--- config.mk ---
export PLATFORM = sky130hd
export DESIGN_NAME = note_tone_pwm_controller
export DESIGN_NICKNAME = d
export VERILOG_FILES = /design/src/rtl/ntpc_pkg.sv /design/src/rtl/note_tone_pwm_controller.sv
export SDC_FILE = /design/constraint.sdc
export NUM_CORES = 1
export LEC_CHECK = 0
export BUFFER_PORTS_ARGS = -buffer_cell sky130_fd_sc_hd__buf_2
export CAP_MARGIN = 15
export CORE_MARGIN = 2
export CORE_UTILIZATION = 50
export DETAILED_ROUTE_END_ITERATION = 8
export PLACE_DENSITY = 0.68
export SLEW_MARGIN = 20
export SYNTH_ARGS = -nofsm -noshare
export SYNTH_HDL_FRONTEND = slang
export SYNTH_SLANG_ARGS = --single-unit
--- constraint.sdc ---
create_clock -name clk -period 15.2 [get_ports clk]
set_input_delay 1.52 -clock clk [delete_from_list [all_inputs] [get_ports clk]]
set_output_delay 1.52 -clock clk [all_outputs]
set_load 0.05 [all_outputs]
--- src/rtl/ntpc_pkg.sv ---
`timescale 1ns / 1ps

package ntpc_pkg;

  localparam int NOTE_COUNT = 60;
  localparam int IDX_W      = 6;
  localparam int TOP_W      = 13;
  localparam int DUR_W      = 16;
  localparam int DUTY_W     = 7;
  localparam int LEN_W      = 8;
  localparam int PROD_W     = DUTY_W + TOP_W;
  localparam int CNT_W      = 5;

  // Both quotients are shifted out one bit per cycle over the product width.
  localparam int DIV_STEPS  = PROD_W;

  localparam logic [DUTY_W-1:0] DUTY_FULL   = 7'd100;
  localparam logic [DUTY_W-1:0] PCT_DIVISOR = 7'd100;

  localparam logic [DUR_W-1:0]  FULL_NOTE_RESET = 16'd1000;
  localparam logic [DUTY_W-1:0] DUTY_RESET      = 7'd50;

  typedef enum logic [1:0] {
    REQ_PLAY = 2'd0,
    REQ_STOP = 2'd1,
    REQ_TICK = 2'd2,
    REQ_NONE = 2'd3
  } req_t;

  typedef enum logic {
    CFG_FULL_NOTE = 1'b0,
    CFG_DUTY      = 1'b1
  } cfg_idx_t;

  typedef enum logic [2:0] {
    ST_IDLE,
    ST_MUL,
    ST_DIV,
    ST_LOAD,
    ST_DONE
  } state_t;

  // PWM counter top per semitone: floor(1 MHz / f) - 1, f from 131 Hz to 3951 Hz.
  function automatic logic [TOP_W-1:0] note_top(input logic [IDX_W-1:0] idx);
    logic [TOP_W-1:0] t;
    case (idx)
      6'd0:  t = 13'd7632;  6'd1:  t = 13'd7193;  6'd2:  t = 13'd6801;
      6'd3:  t = 13'd6409;  6'd4:  t = 13'd6059;  6'd5:  t = 13'd5713;
      6'd6:  t = 13'd5404;  6'd7:  t = 13'd5101;  6'd8:  t = 13'd4806;
      6'd9:  t = 13'd4544;  6'd10: t = 13'd4290;  6'd11: t = 13'd4047;
      6'd12: t = 13'd3815;  6'd13: t = 13'd3609;  6'd14: t = 13'd3400;
      6'd15: t = 13'd3214;  6'd16: t = 13'd3029;  6'd17: t = 13'd2864;
      6'd18: t = 13'd2701;  6'd19: t = 13'd2550;  6'd20: t = 13'd2408;
      6'd21: t = 13'd2271;  6'd22: t = 13'd2144;  6'd23: t = 13'd2023;
      6'd24: t = 13'd1911;  6'd25: t = 13'd1804;  6'd26: t = 13'd1702;
      6'd27: t = 13'd1606;  6'd28: t = 13'd1516;  6'd29: t = 13'd1431;
      6'd30: t = 13'd1350;  6'd31: t = 13'd1274;  6'd32: t = 13'd1202;
      6'd33: t = 13'd1135;  6'd34: t = 13'd1071;  6'd35: t = 13'd1011;
      6'd36: t = 13'd954;   6'd37: t = 13'd900;   6'd38: t = 13'd850;
      6'd39: t = 13'd802;   6'd40: t = 13'd757;   6'd41: t = 13'd714;
      6'd42: t = 13'd674;   6'd43: t = 13'd636;   6'd44: t = 13'd601;
      6'd45: t = 13'd567;   6'd46: t = 13'd535;   6'd47: t = 13'd505;
      6'd48: t = 13'd476;   6'd49: t = 13'd450;   6'd50: t = 13'd424;
      6'd51: t = 13'd400;   6'd52: t = 13'd378;   6'd53: t = 13'd356;
      6'd54: t = 13'd336;   6'd55: t = 13'd317;   6'd56: t = 13'd300;
      6'd57: t = 13'd283;   6'd58: t = 13'd267;   6'd59: t = 13'd252;
      default: t = '0;
    endcase
    return t;
  endfunction

endpackage

--- src/rtl/note_tone_pwm_controller.sv ---
`timescale 1ns / 1ps

// Buzzer note player. One request word enters on the input channel
// (in_valid / in_stall) and produces exactly one status word on the output
// channel (out_valid / out_stall) showing the state after the request.
// A play word looks up the PWM top for the note, forms the compare value
// from the duty setting and loads a duration of the whole-note setting
// divided by the length divisor. Stop turns the tone off; tick counts the
// duration down.
// For a play word the request passes through a multiply state, a
// bit-serial restoring divider that forms both quotients side by side over
// the product width, a load state and the output register. Stop, tick,
// unused codes and plays past the end of the table go straight to the
// output register. The block works on one word at a time and takes the
// next word only in the cycle after the current one has been placed in the
// output register.
// While the receiver stalls, the output word holds and a finished word
// waits in place until the output register frees up.
// Reset clears the tone state and restores both configuration registers.
module note_tone_pwm_controller
  import ntpc_pkg::*;
(
  input  logic              clk,
  input  logic              rst,
  input  logic              in_valid,
  output logic              in_stall,
  input  logic [1:0]        req_type,
  input  logic [IDX_W-1:0]  tone_sel,
  input  logic [LEN_W-1:0]  len_div,
  input  logic              cfg_we,
  input  logic              cfg_index,
  input  logic [DUR_W-1:0]  cfg_data,
  output logic              out_valid,
  input  logic              out_stall,
  output logic              tone_on,
  output logic [TOP_W-1:0]  period_top,
  output logic [TOP_W-1:0]  compare_value,
  output logic [DUR_W-1:0]  ticks_left,
  output logic              ended_now
);

  state_t state, state_next;

  logic [DUR_W-1:0]  full_note;
  logic [DUTY_W-1:0] duty;
  logic [DUTY_W-1:0] duty_sat;

  logic [DUR_W-1:0]  remaining_ticks;
  logic              output_enabled;
  logic [TOP_W-1:0]  top_reg;
  logic [TOP_W-1:0]  compare_reg;
  logic              ended;

  logic [LEN_W-1:0]  divisor;
  logic [PROD_W-1:0] cmp_q;
  logic [DUTY_W-1:0] cmp_rem;
  logic [PROD_W-1:0] dur_q;
  logic [LEN_W-1:0]  dur_rem;
  logic [CNT_W-1:0]  bit_cnt;

  logic              in_take;
  logic              load_out;
  logic              play_ok;
  logic [DUTY_W:0]   cmp_trial;
  logic              cmp_bit;
  logic [LEN_W:0]    dur_trial;
  logic              dur_bit;

  assign duty_sat = (duty > DUTY_FULL) ? DUTY_FULL : duty;
  assign in_take  = in_valid && !in_stall;
  assign play_ok  = ({1'b0, tone_sel} < (IDX_W + 1)'(NOTE_COUNT));

  // One quotient bit per cycle for each of the two divisions.
  assign cmp_trial = {cmp_rem, cmp_q[PROD_W-1]};
  assign cmp_bit   = (cmp_trial >= {1'b0, PCT_DIVISOR});
  assign dur_trial = {dur_rem, dur_q[PROD_W-1]};
  assign dur_bit   = (dur_trial >= {1'b0, divisor});

  always_comb begin
    state_next = state;
    case (state)
      ST_IDLE: begin
        if (in_take) begin
          if (req_t'(req_type) == REQ_PLAY && play_ok) begin
            state_next = ST_MUL;
          end else begin
            state_next = ST_DONE;
          end
        end
      end
      ST_MUL:  state_next = ST_DIV;
      ST_DIV: begin
        if (bit_cnt == '0) begin
          state_next = ST_LOAD;
        end
      end
      ST_LOAD: state_next = ST_DONE;
      ST_DONE: begin
        if (load_out) begin
          state_next = ST_IDLE;
        end
      end
      default: state_next = ST_IDLE;
    endcase
  end

  always_comb begin
    in_stall = (state != ST_IDLE);
    load_out = (state == ST_DONE) && (!out_valid || !out_stall);
  end

  always_ff @(posedge clk) begin
    if (rst) begin
      state           <= ST_IDLE;
      full_note       <= FULL_NOTE_RESET;
      duty            <= DUTY_RESET;
      remaining_ticks <= '0;
      output_enabled  <= 1'b0;
      top_reg         <= '0;
      compare_reg     <= '0;
      ended           <= 1'b0;
      out_valid       <= 1'b0;
    end else begin
      state <= state_next;

      if (cfg_we) begin
        case (cfg_idx_t'(cfg_index))
          CFG_FULL_NOTE: full_note <= cfg_data;
          CFG_DUTY:      duty      <= cfg_data[DUTY_W-1:0];
          default:       ;
        endcase
      end

      if (in_take) begin
        ended <= 1'b0;
        case (req_t'(req_type))
          REQ_PLAY: begin
            if (play_ok) begin
              top_reg <= note_top(tone_sel);
            end
          end
          REQ_STOP: output_enabled <= 1'b0;
          REQ_TICK: begin
            if (remaining_ticks != '0) begin
              remaining_ticks <= remaining_ticks - 1'b1;
              if (remaining_ticks == DUR_W'(1)) begin
                output_enabled <= 1'b0;
                ended          <= 1'b1;
              end
            end
          end
          default: ;
        endcase
      end

      if (state == ST_LOAD) begin
        compare_reg     <= cmp_q[TOP_W-1:0];
        remaining_ticks <= dur_q[DUR_W-1:0];
        output_enabled  <= 1'b1;
      end

      if (load_out) begin
        out_valid <= 1'b1;
      end else if (!out_stall) begin
        out_valid <= 1'b0;
      end
    end
  end

  // Divider datapath; no reset needed, the sequencer loads it before use.
  always_ff @(posedge clk) begin
    if (in_take) begin
      divisor <= (len_div == '0) ? LEN_W'(1) : len_div;
    end
    case (state)
      ST_MUL: begin
        cmp_q   <= duty_sat * top_reg;
        dur_q   <= PROD_W'(full_note);
        cmp_rem <= '0;
        dur_rem <= '0;
        bit_cnt <= CNT_W'(DIV_STEPS - 1);
      end
      ST_DIV: begin
        cmp_q   <= {cmp_q[PROD_W-2:0], cmp_bit};
        cmp_rem <= cmp_bit ? DUTY_W'(cmp_trial - {1'b0, PCT_DIVISOR})
                           : cmp_trial[DUTY_W-1:0];
        dur_q   <= {dur_q[PROD_W-2:0], dur_bit};
        dur_rem <= dur_bit ? LEN_W'(dur_trial - {1'b0, divisor})
                           : dur_trial[LEN_W-1:0];
        bit_cnt <= bit_cnt - 1'b1;
      end
      default: ;
    endcase
  end

  always_ff @(posedge clk) begin
    if (load_out) begin
      tone_on       <= output_enabled;
      period_top    <= top_reg;
      compare_value <= compare_reg;
      ticks_left    <= remaining_ticks;
      ended_now     <= ended;
    end
  end

endmodule
==> flow_summary.json, run 1 <==
{
  "status": "complete, no violations",
  "crit_slowest_cell": "dfxtp_1",
  "drt-initial-drc-count": 508,
  "die_w_um": 156,
  "postCtsSetupBuffers": 0,
  "mappedNetlistArea_sq_um": 11500,
  "met2WireLength_um": 11200,
  "die_h_um": 156,
  "period_needed_ns": 5.99,
  "cts_hold_buffers": 0,
  "power_frac_comb_pct": 19.5,
  "required_ns": 15.36,
  "final_area_sq_um": 12600,
  "slew_headroom_pct": 33.0,
  "cts_max_path_buffers": 2,
  "hold_viol": 0,
  "fin_setup_tns_ns": 0,
  "finClkSkew_ns": 0.00878,
  "cts_resized": 0,
  "final_max_slew_viol_count": 0,
  "grt_pass1_wl_um": 41000,
  "cp.buffers_inverters": 4,
  "vias": 8711,
  "synth_area_leaders": "edfxtp_1 (29%), dfxtp_1 (12%), fa_1 (9.6%)",
  "cpPeakStageDelay_ns": 0.58,
  "crit_chain": "nand2_1, a21oi_1, nor2b_1, and2_1, fa_1, inv_1, fa_1, inv_1, fa_1, inv_1, fa_1, inv_1, ha_1, a21o_1, a221oi_1, o21ai_1, a31oi_1, xor2_1, a21oi_1",
  "first_pass_iters": 5,
  "min_path_type": "reg2reg",
  "synth_warnings": 0,
  "avgSynthCellArea_sq_um": 9.46,
  "die_area_sq_um": 24200,
  "highest_layer": "met5",
  "ys_ff_latch": 183,
  "place_area_sq_um": 12000,
  "synth_top_area_share_pct": 29.3,
  "synth_nets": 1368,
  "areaGrowthSynthToFinish_pct": 9.95,
  "layout-drive-gt1-share_pct": 11.8,
  "ios": 84,
  "portBuffers": 83,
  "initial_core_util_pct": 50.9,
  "clock_latency_ns": 0.43,
  "wl_met3_um": 1550,
  "ys_types": 76,
  "antenna_found_initial": 2,
  "switching_share_pct": 31.1,
  "numClockSinks": 183,
  "synth_area_leader_cell": "edfxtp_1",
  "yosysMostFrequentCell": "nand2_1",
  "netlist_instances": 1214,
  "top_regs": "cmp_q: 20 flops, dur_q: 20 flops",
  "hpwl_um": 17900,
  "fillers": 2017,
  "endpoint_kind": "register",
  "rsz0062_at_grt": "false",
  "worstMarginPinSlew_ns": 0.998,
  "seqPwrFrac_pct": 45.9,
  "grt_pass1_vias": 8088,
  "max_freq_mhz": 167,
  "cts.clk_slew.worst_paths_ns": 0.07,
  "cp.arrival_ns": 6.14,
  "rows": 55,
  "viasPerCell": 5.63,
  "powerDensity_nw_per_um2": 101,
  "switchingPower_w": 0.000397,
  "synth_ff_type": "edfxtp_1",
  "globalplace.congestion": 0.867,
  "clkPwrFrac_pct": 34.6,
  "async_flop_share_pct": 0,
  "root_buffer": "clkbuf_16",
  "m1WireLength_um": 12100,
  "peakVddDrop_mv": 0.0635,
  "internal-power_w": 0.000880,
  "critical_path.max_fanout": 21,
  "yosysSeqAreaShare_pct": 41.6,
  "pre_cts_ws_ns": 9.23,
  "routedWlPerCell_um": 16.3,
  "start_kind": "register",
  "setup_viol": 0,
  "grt_use_total_pct": 21.0,
  "min_period_over_period_pct": 39.4,
  "cpLargestDelayFamily": "adder cells",
  "gr-total-overflow": 0,
  "final.setup.worst_slack_ns": 9.21,
  "leakagePower_nw": 5.32,
  "drv_cap": 0,
  "crit_type": "reg2reg",
  "drt-total-wl_um": 25200,
  "grt_max_degree": 73,
  "drc": 0,
  "h-tree-depth": 4,
  "numCtsBuffers": 17,
  "cts_tree": "built",
  "core_sq_um": 22600,
  "synth_edf_count": 112,
  "fin_nets": 1402,
  "ys_top_cells_by_count": "nand2_1 (202), edfxtp_1 (112), inv_1 (93)",
  "ant_nets": 0
}
==> stage by stage <==
stage	total power [W]	hold WS, ns	std cells	util [%]
floorplan	0.000788	0.408	1214	-
finish	0.00128	0.432	1548	56.0
CTS	0.00128	0.431	1546	55.9
detailed placement	0.000842	0.416	1514	53.3
global route	0.00133	0.452	1547	56.0
global placement	0.000839	0.414	1514	53.3
==> cell usage in the layout, fill, tap and decap left out, drive strengths merged, types with 21 or more instances in the layout <==
cell	netlist	routed
nand2	203	203
edfxtp	112	112
inv	96	104
buf	11	90
a21oi	86	86
nor2	77	77
dfxtp	71	71
ha	61	61
fa	55	55
and2	52	52
o21ai	52	52
and3	30	30
nand3	21	21
==> path summary, 6_finish.rpt <==
check | from | to | slack (ns) | cells after the start
setup reg to reg | duty[5] | cmp_q[18] | 9.21 | 19
hold / removal | compare_reg[10] | compare_value[10] | 0.43 | 0
setup / recovery | duty[5] | cmp_q[18] | 9.21 | 19
hold reg to reg | compare_reg[10] | compare_value[10] | 0.43 | 0
==> layout make-up <==
type | count | area (sq um) | share of cell area [%]
tap | 285 | 357 | 2.82
clock buffer | 17 | 425 | 3.37
antenna | 2 | 5.00 | 0.0396
timing repair buffer | 90 | 468 | 3.70
multi-input combinational | 860 | 6070 | 48.1
inverter | 96 | 360 | 2.85
clock inverter | 15 | 159 | 1.26
sequential | 183 | 4780 | 37.9
==> power groups by stage <==
stage          clock network [W]  logic, W  registers (W)
2_1_floorplan                  0  0.000177       0.000610
6_report                0.000442  0.000249       0.000587
4_1_cts                 0.000447  0.000248       0.000586
3_3_place_gp                   0  0.000242       0.000597
5_1_grt                 0.000466  0.000275       0.000591
3_5_place_dp                   0  0.000245       0.000597
==> worst register-to-register path: cells and delay by family (launching register included) <==
| family | cells | cell delay [ns] |
|---|---|---|
| AO/OA/AOI/OAI | 6 | 1.51 |
| XOR/XNOR | 1 | 0.17 |
| adder cells (fa/ha/maj) | 5 | 2.36 |
| buffers and inverters | 4 | 0.19 |
| flip-flops | 1 | 0.58 |
| AND/OR/NAND/NOR | 3 | 0.89 |
==> metal layers <==
metal  GRT usage (%)  up-vias
met4            5.11        2
met1            30.8     4180
met3            4.58       30
li1                -     4252
met5               0        -
met2            32.0      247
==> cell families after synthesis <==
family / synth area share [%]
adders and majority gates: 16.2
buffers and inverters: 5.73
and+or+nand+nor: 19.4
xor gates and xnor gates: 2.06
muxes: 1.79
DFF: 41.6
AOI/OAI and AO/OA: 13.1
Note: power is estimated with default switching activity, not from simulation.
==> run 2, diff against run 1 <==
ABC_AREA = 1   (was not set)
clock period = 5.6 ns   (was 15.2 ns; I/O delays follow)
==> flow_summary.json, run 2 <==
{
  "grt_pass1_wl_um": 45500,
  "portBuffers": 83,
  "fillers": 2196,
  "crit_chain": "and3_1, inv_1, nand2_1, inv_1, nand2_1, fa_1, fa_1, inv_1, fa_1, inv_1, fa_1, inv_1, ha_1, a21oi_1, nand2_1, nand2_1, nand3_1, nand2_1, nand3_1, nand3_1, nand2_1",
  "layout_common_cells": "nand2_1 (412), inv_1 (217), nor2_1 (200)",
  "start_kind": "register",
  "cp.arrival_ns": 5.21,
  "regArea_sq_um": 4790,
  "initial_core_util_pct": 50.9,
  "rsz0062_at_grt": "false",
  "netlist_instances": 1524,
  "finClkSkew_ns": 0.0143,
  "vias": 9868,
  "cpLargestDelayFamily": "adder cells",
  "r2r_cells": 21,
  "crit_type": "reg2reg",
  "hold_viol": 0,
  "worstMarginPinSlew_ns": 0.837,
  "cp.buffers_inverters": 5,
  "required_ns": 5.79,
  "hpwl_um": 20000,
  "period_needed_ns": 5.02,
  "power_frac_comb_pct": 35.3,
  "switching_share_pct": 38.5,
  "cpPeakStageDelay_ns": 0.55,
  "use_met3_pct": 3.24,
  "crit_top_cell": "nand2_1",
  "cts.clk_slew.worst_paths_ns": 0.08,
  "drt-total-wl_um": 27300,
  "top_regs": "cmp_q: 20 flops, dur_q: 20 flops",
  "grtUsageMet2_pct": 38.2,
  "numClockSinks": 183,
  "grt_max_degree": 61,
  "cts_tree": "built",
  "critical_path.max_fanout": 15,
  "final_common_cell": "nand2_1",
  "antennaDiodeCount": 0,
  "ant_nets": 0,
  "grt_pass1_vias": 9434,
  "seqPwrFrac_pct": 38.3,
  "async_flop_share_pct": 0,
  "synth_warnings": 0,
  "setup_viol": 0,
  "powerDensity_nw_per_um2": 341,
  "yosysMostFrequentCell": "nand2_1",
  "place_area_sq_um": 12600,
  "globalplace.congestion": 0.924,
  "cts_max_path_buffers": 2,
  "cp.depth": 21,
  "ys_types": 45,
  "internal-power_w": 0.00276,
  "antenna_found_initial": 0,
  "yosysSeqAreaShare_pct": 40.0,
  "min_path_type": "in2reg",
  "die_h_um": 159,
  "root_buffer": "clkbuf_16",
  "synth_area_leader_cell": "edfxtp_1",
  "areaGrowthSynthToFinish_pct": 10.2,
  "synth_top_area_share_pct": 28.1,
  "drc": 0,
  "clock_latency_ns": 0.43,
  "first_pass_iters": 5,
  "leakagePower_nw": 6.43,
  "status": "complete, no violations",
  "clkPwrFrac_pct": 26.5,
  "fin_setup_tns_ns": 0,
  "rows": 56,
  "drv_cap": 0,
  "layout-drive-gt1-share_pct": 9.43,
  "die_area_sq_um": 25200,
  "numCtsBuffers": 17,
  "drt-initial-drc-count": 656,
  "dp.cells": 1877,
  "synth_nets": 1678,
  "synth_ff_type": "edfxtp_1",
  "ys_ff_latch": 183,
  "met1_usage_pct": 31.0,
  "multi_input_area_sq_um": 6090,
  "slew_headroom_pct": 44.2,
  "gr-total-overflow": 0,
  "max_freq_mhz": 199,
  "fin_nets": 1731,
  "synth_area_leaders": "edfxtp_1 (28%), nand2_1 (13%), dfxtp_1 (12%)",
  "grt_use_total_pct": 22.8,
  "min_period_over_period_pct": 89.7,
  "die_w_um": 159,
  "globalRoute.busiestLayer": "met2",
  "endpoint_kind": "register",
  "routedWlPerCell_um": 14.3,
  "ios": 84,
  "final_cells": 1909,
  "hold_depth": 1,
  "ys_top_cells_by_count": "nand2_1 (412), inv_1 (218), nor2_1 (201)",
  "final_area_sq_um": 13200,
  "postCtsSetupBuffers": 0,
  "crit_slowest_cell": "fa_1",
  "mappedNetlistArea_sq_um": 12000,
  "final_max_slew_viol_count": 0,
  "core_sq_um": 23500,
  "power.total_w": 0.00448,
  "h-tree-depth": 4,
  "peakVddDrop_mv": 0.205,
  "synth_edf_count": 112,
  "final_util_pct": 56.1,
  "viasPerCell": 5.17,
  "avgSynthCellArea_sq_um": 7.84,
  "switchingPower_w": 0.00173
}
[run 2: worst paths after layout]
| check | end | slack, ns | from |
|---|---|---|---|
| worst min register to register | compare_value[2] | 0.43 | compare_reg[2] |
| worst min-delay path | divisor[6] | 0.31 | len_div[6] |
| worst max register to register | cmp_q[19] | 0.58 | duty[6] |
| worst max-delay path | cmp_q[19] | 0.58 | duty[6] |
[run 2: what timing repair did]
item,4_1_cts,5_1_grt
hold buffers,0,0
gates resized for setup,0,2
endpoints found under the setup margin,0,2
[run 2: area by class of cell]
type                       instances  area share (%)
sequential                       183            36.4
multi-input combinational       1061            46.3
clock inverter                    15            1.22
clock buffer                      17            3.23
inverter                         225            6.42
timing repair buffer              89            3.50
tap                              319            3.03
[run 2: cells by family after synthesis]
family          synth area share [%]
simple gates                    26.4
buf+inv                         9.18
flops                           40.0
compound gates                  7.44
fa+ha+maj                       15.6
xor+xnor                        1.32
[run 2: per-stage QoR]
stage	hold slack (ns)	setup slack, ns
6_report	0.315	0.577
5_1_grt	0.302	0.121
4_1_cts	0.293	0.420
3_5_place_dp	0.412	0.408
3_3_place_gp	0.408	0.554
2_1_floorplan	0.402	0.449
[run 2: worst reg2reg max path: cells and delay by family (launching register included)]
family,cells,cell delay [ns]
AOI/OAI and AO/OA,1,0.27
adders and majority gates,5,2.38
buffers and inverters,5,0.38
DFF,1,0.49
and+or+nand+nor,10,1.28
[run 2: layer usage]
layer | up-vias | wire (um)
met2 | 302 | 12900
met5 | - | 0
met3 | 27 | 1470
met1 | 4614 | 12600
li1 | 4925 | -
met4 | 0 | 369
[run 2: power groups by stage]
| stage | Clock, W | Combinational (W) | Sequential (W) |
|---|---|---|---|
| after detailed placement | 0 | 0.00157 | 0.00174 |
| after CTS | 0.00121 | 0.00158 | 0.00172 |
| after global placement | 0 | 0.00155 | 0.00174 |
| final | 0.00119 | 0.00158 | 0.00172 |
| after global routing | 0.00126 | 0.00179 | 0.00174 |
| after floorplan | 0 | 0.00116 | 0.00184 |
